`config.mk`:
```
export PLATFORM = sky130hd
export DESIGN_NAME = sorted_table_linear_interpolator_flat
export DESIGN_NICKNAME = d
export VERILOG_FILES = /design/src/stli_pkg.sv /design/src/stli_if.sv /design/src/sorted_table_linear_interpolator.sv /design/src/stli_ram.sv /design/src/stli_div.sv /design/src/stli_ctrl.sv /design/src/flat_wrapper.sv
export SDC_FILE = /design/constraint.sdc
export NUM_CORES = 2
export LEC_CHECK = 0
export ABC_AREA = 1
export BUFFER_PORTS_ARGS = -buffer_cell sky130_fd_sc_hd__buf_4
export CAP_MARGIN = 10
export CORE_ASPECT_RATIO = 2
export CORE_UTILIZATION = 59
export CTS_CLUSTER_SIZE = 30
export DETAILED_ROUTE_END_ITERATION = 6
export PLACE_DENSITY = 0.79
export SLEW_MARGIN = 20
export SYNTH_ARGS = -nofsm -noshare
export SYNTH_HDL_FRONTEND = slang
export SYNTH_SLANG_ARGS = --single-unit
```
`constraint.sdc`:
```
create_clock -name clk -period 7.55 [get_ports clk]
set_input_delay 1.51 -clock clk [delete_from_list [all_inputs] [get_ports clk]]
set_output_delay 1.51 -clock clk [all_outputs]
set_load 0.005 [all_outputs]
```
`src/stli_pkg.sv`:
```
// Package for the sorted table linear interpolator.
// Holds widths, status codes, operation codes, the controller state type and the divider request and response types.
// No dependencies.
`timescale 1ns / 1ps

package stli_pkg;

  localparam int TABLE_DEPTH = 16;
  localparam int IDX_W       = $clog2(TABLE_DEPTH);
  localparam int CNT_W       = $clog2(TABLE_DEPTH + 1);
  localparam int DATA_W      = 24;
  localparam int STATUS_W    = 3;
  localparam int ENTRY_W     = 2 * DATA_W;
  localparam int NUM_W       = 2 * DATA_W + 2;
  localparam int DEN_W       = DATA_W + 1;

  typedef enum logic [0:0] {
    OP_INSERT = 1'b0,
    OP_LOOKUP = 1'b1
  } op_t;

  typedef enum logic [STATUS_W-1:0] {
    ST_OK   = 3'd0,
    ST_FULL = 3'd1,
    ST_DUP  = 3'd2,
    ST_ZERO = 3'd3,
    ST_FEW  = 3'd4
  } status_t;

  typedef enum logic [3:0] {
    S_IDLE,
    S_DUP_RD,
    S_DUP_CHK,
    S_SHIFT_RD,
    S_SHIFT_CHK,
    S_LK_RD,
    S_LK_CHK,
    S_LK_HI,
    S_LK_MUL,
    S_DIV,
    S_DIV_END,
    S_DONE
  } state_t;

  typedef struct packed {
    logic                     start;
    logic signed [NUM_W-1:0]  num;
    logic        [DEN_W-1:0]  den;
  } div_req_t;

  typedef struct packed {
    logic                     busy;
    logic                     done;
    logic signed [NUM_W-1:0]  quot;
  } div_rsp_t;

endpackage

```
`src/stli_if.sv`:
```
// Valid and ready channel interfaces for the interpolator.
// Depends on stli_pkg.
`timescale 1ns / 1ps

interface stli_in_if (input logic clk);
  logic                                valid;
  logic                                ready;
  logic                                op;
  logic signed [stli_pkg::DATA_W-1:0]  power_in;
  logic signed [stli_pkg::DATA_W-1:0]  speed_in;
  modport source (output valid, op, power_in, speed_in, input ready);
  modport sink   (input valid, op, power_in, speed_in, output ready);
endinterface

interface stli_out_if (input logic clk);
  logic                                 valid;
  logic                                 ready;
  logic signed [stli_pkg::DATA_W-1:0]   speed_out;
  logic        [stli_pkg::STATUS_W-1:0] status;
  modport source (output valid, speed_out, status, input ready);
  modport sink   (input valid, speed_out, status, output ready);
endinterface

```
`src/sorted_table_linear_interpolator.sv`:
```
// Top level of the sorted table linear interpolator.
// Depends on stli_pkg, stli_if and stli_ctrl.
`timescale 1ns / 1ps

// One transaction at a time: the input is ready only while idle, and a result is
// held until taken, after which the controller returns to idle. An insert into
// n stored pairs reads and checks each entry for a duplicate key and then moves
// the larger entries up one place, reading and writing each in turn, before it
// writes the new pair; an insert into an empty table writes its pair directly,
// and a full table or zero power is answered at once. A lookup reads and checks
// entries until it finds the first key above the query, clamping to the first
// speed below the first key and to the last speed at or above the last key;
// interpolation then forms the difference and product, runs the 50-bit serial
// divider and adds the lower speed in a final step. Keys are strictly ascending
// signed Q8.16.
module sorted_table_linear_interpolator (
  input logic clk,
  input logic rst,
  stli_in_if.sink    in_ch,
  stli_out_if.source out_ch
);

  stli_ctrl u_ctrl (.clk(clk), .rst(rst), .in_ch(in_ch), .out_ch(out_ch));

endmodule

```
`src/stli_ram.sv`:
```
// Generic simple dual port RAM, one write port and one read port, with a registered
// read. No dependencies.
`timescale 1ns / 1ps

module stli_ram #(
  parameter int WIDTH = 8,
  parameter int DEPTH = 16
) (
  input  logic                     clk,
  input  logic                     we,
  input  logic [$clog2(DEPTH)-1:0] waddr,
  input  logic [WIDTH-1:0]         wdata,
  input  logic [$clog2(DEPTH)-1:0] raddr,
  output logic [WIDTH-1:0]         rdata
);

  logic [WIDTH-1:0] mem [DEPTH];

  always_ff @(posedge clk) begin
    if (we) begin
      mem[waddr] <= wdata;
    end
    rdata <= mem[raddr];
  end

endmodule

```
`src/stli_div.sv`:
```
// Restoring serial divider, one quotient bit per cycle, truncating toward zero.
// Depends on stli_pkg.
`timescale 1ns / 1ps

module stli_div (
  input  logic                clk,
  input  logic                rst,
  input  stli_pkg::div_req_t  req,
  output stli_pkg::div_rsp_t  rsp
);
  import stli_pkg::*;

  localparam int STEP_W = $clog2(NUM_W + 1);

  logic [NUM_W-1:0]  quot;
  logic [DEN_W:0]    rem;
  logic [DEN_W-1:0]  den;
  logic              neg;
  logic              busy;
  logic              done;
  logic [STEP_W-1:0] step;
  logic [DEN_W:0]    trial;
  logic [DEN_W:0]    shifted;
  logic [NUM_W-1:0]  mag;

  always_comb begin
    mag     = req.num[NUM_W-1] ? NUM_W'(-req.num) : NUM_W'(req.num);
    shifted = {rem[DEN_W-1:0], quot[NUM_W-1]};
    trial   = shifted - {1'b0, den};
  end

  always_ff @(posedge clk) begin
    if (rst) begin
      busy <= 1'b0;
      done <= 1'b0;
    end else begin
      done <= 1'b0;
      if (req.start) begin
        busy <= 1'b1;
        step <= STEP_W'(NUM_W);
      end else if (busy) begin
        step <= step - 1'b1;
        if (step == STEP_W'(1)) begin
          busy <= 1'b0;
          done <= 1'b1;
        end
      end
    end
    if (req.start) begin
      quot <= mag;
      rem  <= '0;
      den  <= req.den;
      neg  <= req.num[NUM_W-1];
    end else if (busy) begin
      if (!trial[DEN_W]) begin
        rem  <= trial;
        quot <= {quot[NUM_W-2:0], 1'b1};
      end else begin
        rem  <= shifted;
        quot <= {quot[NUM_W-2:0], 1'b0};
      end
    end
  end

  assign rsp.busy = busy;
  assign rsp.done = done;
  assign rsp.quot = neg ? -$signed(quot) : $signed(quot);

endmodule

```
`src/stli_ctrl.sv`:
```
// Sequencer that scans, shifts and reads the table memory for inserts and lookups.
// Depends on stli_pkg, stli_if, stli_ram and stli_div.
`timescale 1ns / 1ps

module stli_ctrl (
  input  logic clk,
  input  logic rst,
  stli_in_if.sink    in_ch,
  stli_out_if.source out_ch
);
  import stli_pkg::*;

  state_t state, state_next;

  logic [CNT_W-1:0]        count;
  logic [CNT_W-1:0]        idx;
  logic signed [DATA_W-1:0] key;
  logic signed [DATA_W-1:0] spd;
  logic signed [DATA_W-1:0] lo_p, lo_s;
  logic signed [DATA_W-1:0] res_speed;
  logic [STATUS_W-1:0]     res_status;
  logic signed [NUM_W-1:0] prod;
  logic signed [DEN_W-1:0] dp;

  logic               we;
  logic [IDX_W-1:0]   waddr, raddr;
  logic [ENTRY_W-1:0] wdata, rdata;
  logic signed [DATA_W-1:0] rd_p, rd_s;

  div_req_t dreq;
  div_rsp_t drsp;

  stli_ram #(.WIDTH(ENTRY_W), .DEPTH(TABLE_DEPTH)) u_ram (
    .clk(clk), .we(we), .waddr(waddr), .wdata(wdata), .raddr(raddr), .rdata(rdata)
  );

  stli_div u_div (.clk(clk), .rst(rst), .req(dreq), .rsp(drsp));

  assign rd_p = rdata[ENTRY_W-1:DATA_W];
  assign rd_s = rdata[DATA_W-1:0];

  assign in_ch.ready      = (state == S_IDLE);
  assign out_ch.valid     = (state == S_DONE);
  assign out_ch.speed_out = res_speed;
  assign out_ch.status    = res_status;

  // Next state.
  always_comb begin
    state_next = state;
    unique case (state)
      S_IDLE: begin
        if (in_ch.valid) begin
          if (in_ch.op == OP_LOOKUP) begin
            state_next = (count < CNT_W'(2)) ? S_DONE : S_LK_RD;
          end else if (count >= CNT_W'(TABLE_DEPTH) || in_ch.power_in == '0) begin
            state_next = S_DONE;
          end else begin
            state_next = (count == '0) ? S_SHIFT_CHK : S_DUP_RD;
          end
        end
      end
      S_DUP_RD:    state_next = S_DUP_CHK;
      S_DUP_CHK: begin
        if (rd_p == key) state_next = S_DONE;
        else if (idx + 1'b1 == count) state_next = S_SHIFT_RD;
        else state_next = S_DUP_RD;
      end
      S_SHIFT_RD:  state_next = S_SHIFT_CHK;
      S_SHIFT_CHK: begin
        if (idx == '0 || rd_p < key) state_next = S_DONE;
        else state_next = S_SHIFT_RD;
      end
      S_LK_RD:     state_next = S_LK_CHK;
      S_LK_CHK: begin
        if (idx == '0 && key < rd_p) state_next = S_DONE;
        else if (key >= rd_p) state_next = (idx + 1'b1 == count) ? S_DONE : S_LK_RD;
        else state_next = S_LK_HI;
      end
      S_LK_HI:     state_next = S_LK_MUL;
      S_LK_MUL:    state_next = S_DIV;
      S_DIV:       state_next = drsp.done ? S_DIV_END : S_DIV;
      S_DIV_END:   state_next = S_DONE;
      S_DONE:      state_next = out_ch.ready ? S_IDLE : S_DONE;
      default:     state_next = S_IDLE;
    endcase
  end

  // Memory and divider controls.
  always_comb begin
    we        = 1'b0;
    waddr     = idx[IDX_W-1:0];
    wdata     = {key, spd};
    raddr     = idx[IDX_W-1:0];
    dreq.start = (state == S_LK_MUL);
    dreq.num  = prod;
    dreq.den  = DEN_W'(dp);
    unique case (state)
      S_IDLE:     raddr = '0;
      S_SHIFT_RD: raddr = IDX_W'(idx - 1'b1);
      S_SHIFT_CHK: begin
        we = 1'b1;
        if (idx != '0 && !(rd_p < key)) wdata = rdata;
      end
      default: ;
    endcase
  end

  always_ff @(posedge clk) begin
    if (rst) begin
      state <= S_IDLE;
      count <= '0;
    end else begin
      state <= state_next;
      if (state == S_SHIFT_CHK && (idx == '0 || rd_p < key)) count <= count + 1'b1;
    end

    unique case (state)
      S_IDLE: begin
        key        <= in_ch.power_in;
        spd        <= in_ch.speed_in;
        idx        <= (in_ch.op == OP_INSERT) ? count : '0;
        res_speed  <= '0;
        res_status <= ST_OK;
        if (in_ch.op == OP_LOOKUP) begin
          if (count < CNT_W'(2)) res_status <= ST_FEW;
        end else if (count >= CNT_W'(TABLE_DEPTH)) begin
          res_status <= ST_FULL;
        end else if (in_ch.power_in == '0) begin
          res_status <= ST_ZERO;
        end else if (count != '0) begin
          idx <= '0;
        end
      end
      S_DUP_CHK: begin
        if (rd_p == key) res_status <= ST_DUP;
        else if (idx + 1'b1 == count) idx <= count;
        else idx <= idx + 1'b1;
      end
      S_SHIFT_CHK: begin
        if (!(idx == '0 || rd_p < key)) idx <= idx - 1'b1;
      end
      S_LK_CHK: begin
        if (idx == '0 && key < rd_p) begin
          res_speed <= rd_s;
        end else if (key >= rd_p) begin
          if (idx + 1'b1 == count) begin
            res_speed <= rd_s;
          end else begin
            lo_p <= rd_p;
            lo_s <= rd_s;
            idx  <= idx + 1'b1;
          end
        end
      end
      S_LK_HI: begin
        // Memory still holds the upper neighbour on its read port.
        dp   <= DEN_W'(rd_p) - DEN_W'(lo_p);
        prod <= (NUM_W'(DEN_W'(rd_s) - DEN_W'(lo_s))) * (NUM_W'(DEN_W'(key) - DEN_W'(lo_p)));
      end
      S_DIV_END: res_speed <= DATA_W'(drsp.quot + NUM_W'(lo_s));
      default: ;
    endcase
  end

endmodule
```
`src/flat_wrapper.sv`:
```
// flat-port wrapper written by rule: the top's interface ports become plain ports
module sorted_table_linear_interpolator_flat 
  (clk, rst, in_ch_valid, in_ch_op, in_ch_power_in, in_ch_speed_in, in_ch_ready, out_ch_valid, out_ch_speed_out, out_ch_status, out_ch_ready);
  stli_in_if in_ch_i (.clk(clk));
  stli_out_if out_ch_i (.clk(clk));
  input logic clk;
  input logic rst;
  input wire logic [$bits(in_ch_i.valid)-1:0] in_ch_valid;
  input wire logic [$bits(in_ch_i.op)-1:0] in_ch_op;
  input wire logic [$bits(in_ch_i.power_in)-1:0] in_ch_power_in;
  input wire logic [$bits(in_ch_i.speed_in)-1:0] in_ch_speed_in;
  output wire logic [$bits(in_ch_i.ready)-1:0] in_ch_ready;
  output wire logic [$bits(out_ch_i.valid)-1:0] out_ch_valid;
  output wire logic [$bits(out_ch_i.speed_out)-1:0] out_ch_speed_out;
  output wire logic [$bits(out_ch_i.status)-1:0] out_ch_status;
  input wire logic [$bits(out_ch_i.ready)-1:0] out_ch_ready;
  assign in_ch_i.valid = in_ch_valid;
  assign in_ch_i.op = in_ch_op;
  assign in_ch_i.power_in = in_ch_power_in;
  assign in_ch_i.speed_in = in_ch_speed_in;
  assign in_ch_ready = in_ch_i.ready;
  assign out_ch_valid = out_ch_i.valid;
  assign out_ch_speed_out = out_ch_i.speed_out;
  assign out_ch_status = out_ch_i.status;
  assign out_ch_i.ready = out_ch_ready;
  sorted_table_linear_interpolator u_core (.clk(clk), .rst(rst), .in_ch(in_ch_i), .out_ch(out_ch_i));
endmodule
```
==> PnR_summary.wiki <==
{| class="wikitable"
! Metric !! Value
|-
| DRT Pass-1 Iters || 6
|-
| Core outline area || 129000 um^2
|-
| Worst-Skew Late Latency || 0.75 ns
|-
| Final WS setup || -0.706 ns
|-
| Die outline area || 132000 um^2
|-
| Portion of the clock cycle consumed by the worst path in the final layout || 109%
|-
| Top FF cell, synth || edfxtp_1
|-
| Synthesized netlist net count || 8856
|-
| Count of flip-flops with a built-in enable after synthesis || 1053
|-
| FMAX || 121 MHz
|-
| Worst slew margin || 20.1%
|-
| Mean number of vias per cell || 5.95
|-
| Startpoint type of the worst setup path || flip-flop
|-
| Mux cell area share after synthesis || 0%
|-
| Yosys warns || 0
|-
| Worst hold margin || 0.428 ns
|-
| Via total after detailed routing || 62.4k
|-
| Total area of sequential cells || 33300 um^2
|-
| Max Transition Viols Final || 0
|-
| Area contributors post-synth || edfxtp_1 (41%), fa_1 (17%), nand2_1 (7.8%)
|-
| Number of cell rows || 186
|-
| Starting density of the core || 59.6%
|-
| Initial antenna violation count || 24
|-
| Library cells used by synthesis || 56
|-
| Final Wtd Congestion || 1.07
|-
| Top-Level Pins || 82
|-
| Failing checks || setup timing
|-
| Fraction of the mapped netlist area in adder cells || 22.1%
|-
| Global-route wire length before repair || 405000 um
|-
| Cell with the most instances on the worst path || fa_1
|-
| Final count of hold timing violations || 0
|-
| Transition time at the pin with the least slew margin || 1.19 ns
|-
| Global Route Usage Sum || 43.1%
|-
| Worst Hold Path Cells || 0
|-
| Average wire per standard cell || 26.7 um
|-
| Area share of and/or/nand/nor cells after synthesis || 14.3%
|-
| Dominant cell type by area after synthesis || edfxtp_1
|-
| Most instantiated library cell after synthesis || nand2_1
|-
| Beginning of the worst register-to-register path || u_core.u_ctrl.lo_s[0]
|-
| Register clock-pin slew on the reported worst setup and hold paths || 0.07 ns
|-
| Global-route congestion overflow total || 0
|-
| Area growth from synthesis to layout || 22.0%
|-
| Crit path kind || reg2reg
|-
| Setup Viol. Count Final || 35
|-
| Post-Syn Area per Cell || 9.78 um^2
|-
| Placed wire-length estimate after detailed placement || 206000 um
|-
| Worst min-delay path endpoint || u_core.u_ctrl.u_div.den[2]
|-
| Vias in the first global route || 65.3k
|-
| Sequential area share after synthesis || 43.4%
|-
| Worst path max stage delay || 0.73 ns
|-
| Worst reg2reg path depth || 34
|-
| Element type at the critical path end || flip-flop
|-
| Portion of synthesized cell area occupied by the leading cell type || 41.2%
|-
| Combinational family with the most area after synthesis || adder cells
|-
| Cts bufs inserted || 94
|-
| Iter 0 DRT Violations || 5760
|-
| Maximum net fanout on the critical path || 6
|-
| Maximum number of pins on one net before global-route repair || 257
|-
| Required time of the critical path || 8.04 ns
|-
| Vert. Die Dim || 512 um
|-
| List of most frequent post-synthesis cells || nand2_1 (1585), inv_1 (1441), edfxtp_1 (1053)
|-
| Floorplan die width || 257 um
|-
| Outcome || finished with violations
|-
| Number of H-tree branching levels || 3
|-
| Clock tree from TritonCTS || built
|-
| Post-synthesis cell count || 7844
|-
| FF+latch count, synth || 1137
|-
| Path class of the lowest-slack min-delay path || reg2reg
|-
| Shortest period the worst path allows || 8.26 ns
|-
| Reg-to-reg endpoint || u_core.u_ctrl.prod[38]
|-
| Total DRC errors in the routed layout || 0
|-
| Layout cell share with drive strength beyond 1 || 21.5%
|-
| Clock skew after layout || 0.0560 ns
|-
| Post-synthesis instance area || 76700 um^2
|-
| Filler cells || 8936
|-
| Antenna-violating nets left || 0
|-
| Max Root-Sink Buffers || 3
|-
| RSZ-0062 raised after global routing || true
|-
| Synthesized-area fraction occupied by xor and xnor cells || 2.29%
|-
| Root buffer cell || clkbuf_16
|-
| Cell with the largest stage delay on the worst path || fa_1
|-
| Worst reg2reg setup slack || -0.71 ns
|-
| Arrival time at the worst endpoint || 8.74 ns
|-
| Compound-Gate Fraction of Synth Area || 8.82%
|-
| TritonCTS sink count || 1137
|-
| Count of input and output buffers || 81
|-
| Critical hold path startpoint || u_core.u_ctrl.dp[2]
|-
| Final net count || 9710
|-
| Ys async rst share || 0%
|-
| Post-Route WL || 280000 um
|-
| Max cap viols || 0
|-
| Multi-input gate area || 40000 um^2
|}
state kept, by name (all words and copies together), names as in the netlist, 5 cells and up:
register and cells:
u_core.u_ctrl.u_div.den 25, u_core.u_ctrl.key 24, u_core.u_ctrl.prod 50, u_core.u_ctrl.u_div.step 6, u_core.u_ctrl.u_ram.rdata 48, u_core.u_ctrl.idx 5
u_core.u_ctrl.lo_p 24, u_core.u_ctrl.count 5, u_core.u_ctrl.lo_s 24, u_core.u_ctrl.dp 25, u_core.u_ctrl.u_ram.mem 768, u_core.u_ctrl.spd 24
u_core.u_ctrl.out_ch.speed_out 24, u_core.u_ctrl.u_div.quot 50, u_core.u_ctrl.u_div.rem 25
timing repair:
action / CTS / global route
hold buffers: 0 / 0
pin swaps: 207 / 197
buffers inserted: 86 / 55
setup endpoints to repair: 38 / 38
gates resized for setup: 587 / 313
cloned: 3 / 0
hold endpoints to repair: 0 / 0
routing by layer:
metal / track usage (%) / vias up / share of wire, %
met5: 0 / - / 0.067
li1: - / 27200 / -
met4: 46.9 / 16 / 14
met1: 40.7 / 30100 / 29
met3: 9.04 / 1471 / 8.0
met2: 73.6 / 3594 / 50
final cells by class:
type / instances / area share (%)
Multi-Input combinational cell: 4951 / 42.7
Clock inverter: 54 / 0.787
Sequential cell: 1137 / 35.6
Tap cell: 1692 / 2.26
Clock buffer: 122 / 2.73
Inverter: 1464 / 5.97
Antenna cell: 12 / 0.0321
Timing Repair Buffer: 1050 / 9.87
how the worst max path moves through the flow:
stage	from	end	slack, ns	cells past startpoint
floorplan	u_core.u_ctrl.lo_s[0]	u_core.u_ctrl.prod[45]	-0.001	34
global placement	u_core.u_ctrl.lo_s[0]	u_core.u_ctrl.prod[31]	-1.13	33
detailed placement	u_core.u_ctrl.key[8]	u_core.u_ctrl.prod[38]	-1.13	31
CTS	u_core.u_ctrl.lo_s[0]	u_core.u_ctrl.prod[32]	-0.47	37
global route	u_core.u_ctrl.lo_s[9]	u_core.u_ctrl.prod[40]	-0.85	38
finish	u_core.u_ctrl.lo_s[0]	u_core.u_ctrl.prod[38]	-0.71	34
stage by stage:
step | utilization, % | cells | TNS, ns | setup WS (ns) | area (um^2)
after global placement | 66.5 | 10200 | -31.10 | -1.13 | 85600
after CTS | 71.5 | 10400 | -10.54 | -0.474 | 92000
after global routing | 72.6 | 10500 | -22.28 | -0.852 | 93500
after floorplan | - | 7844 | -0.00117 | -0.00117 | 76800
after detailed placement | 66.5 | 10200 | -30.42 | -1.13 | 85600
final | 72.7 | 10500 | -16.69 | -0.706 | 93500
kinds of logic after synthesis:
| family | count (synthesis) |
|---|---|
| adders and majority gates | 959 |
| xor gates and xnor gates | 191 |
| AOI/OAI and AO/OA | 1107 |
| and+or+nand+nor | 2694 |
| DFF | 1137 |
| buffers and inverters | 1756 |
worst max-delay path: cells and delay by family, from the launching register on:
| kind | cells | cell delay, ns |
|---|---|---|
| adders and majority gates | 10 | 4.61 |
| AOI/OAI and AO/OA | 5 | 0.83 |
| DFF | 1 | 0.40 |
| xor gates and xnor gates | 2 | 0.38 |
| and+or+nand+nor | 8 | 0.64 |
| buffers and inverters | 9 | 1.15 |
layout by cell type (no fill, tap or decap), drive strengths merged, types with 18 or more instances in the layout:
cell | synthesis | final
inv | 1459 | 1455
nand4 | 41 | 41
nand3 | 399 | 399
clkinv | 5 | 33
clkbuf | 112 | 122
fa | 663 | 663
o21bai | 20 | 20
o221ai | 35 | 35
nor3 | 48 | 48
nor4 | 23 | 23
clkinvlp | 0 | 18
xor2 | 133 | 133
dfxtp | 84 | 84
ha | 296 | 296
xnor2 | 58 | 58
nor2 | 553 | 553
nand2 | 1597 | 1597
a21oi | 316 | 316
edfxtp | 1053 | 1053
o211ai | 323 | 323
a21o | 23 | 23
o21ai | 331 | 331
buf | 180 | 1049
Power is left out: the tool's default activity adds up to more than one toggle a clock period on the data nets, which glitch-free logic cannot reach.
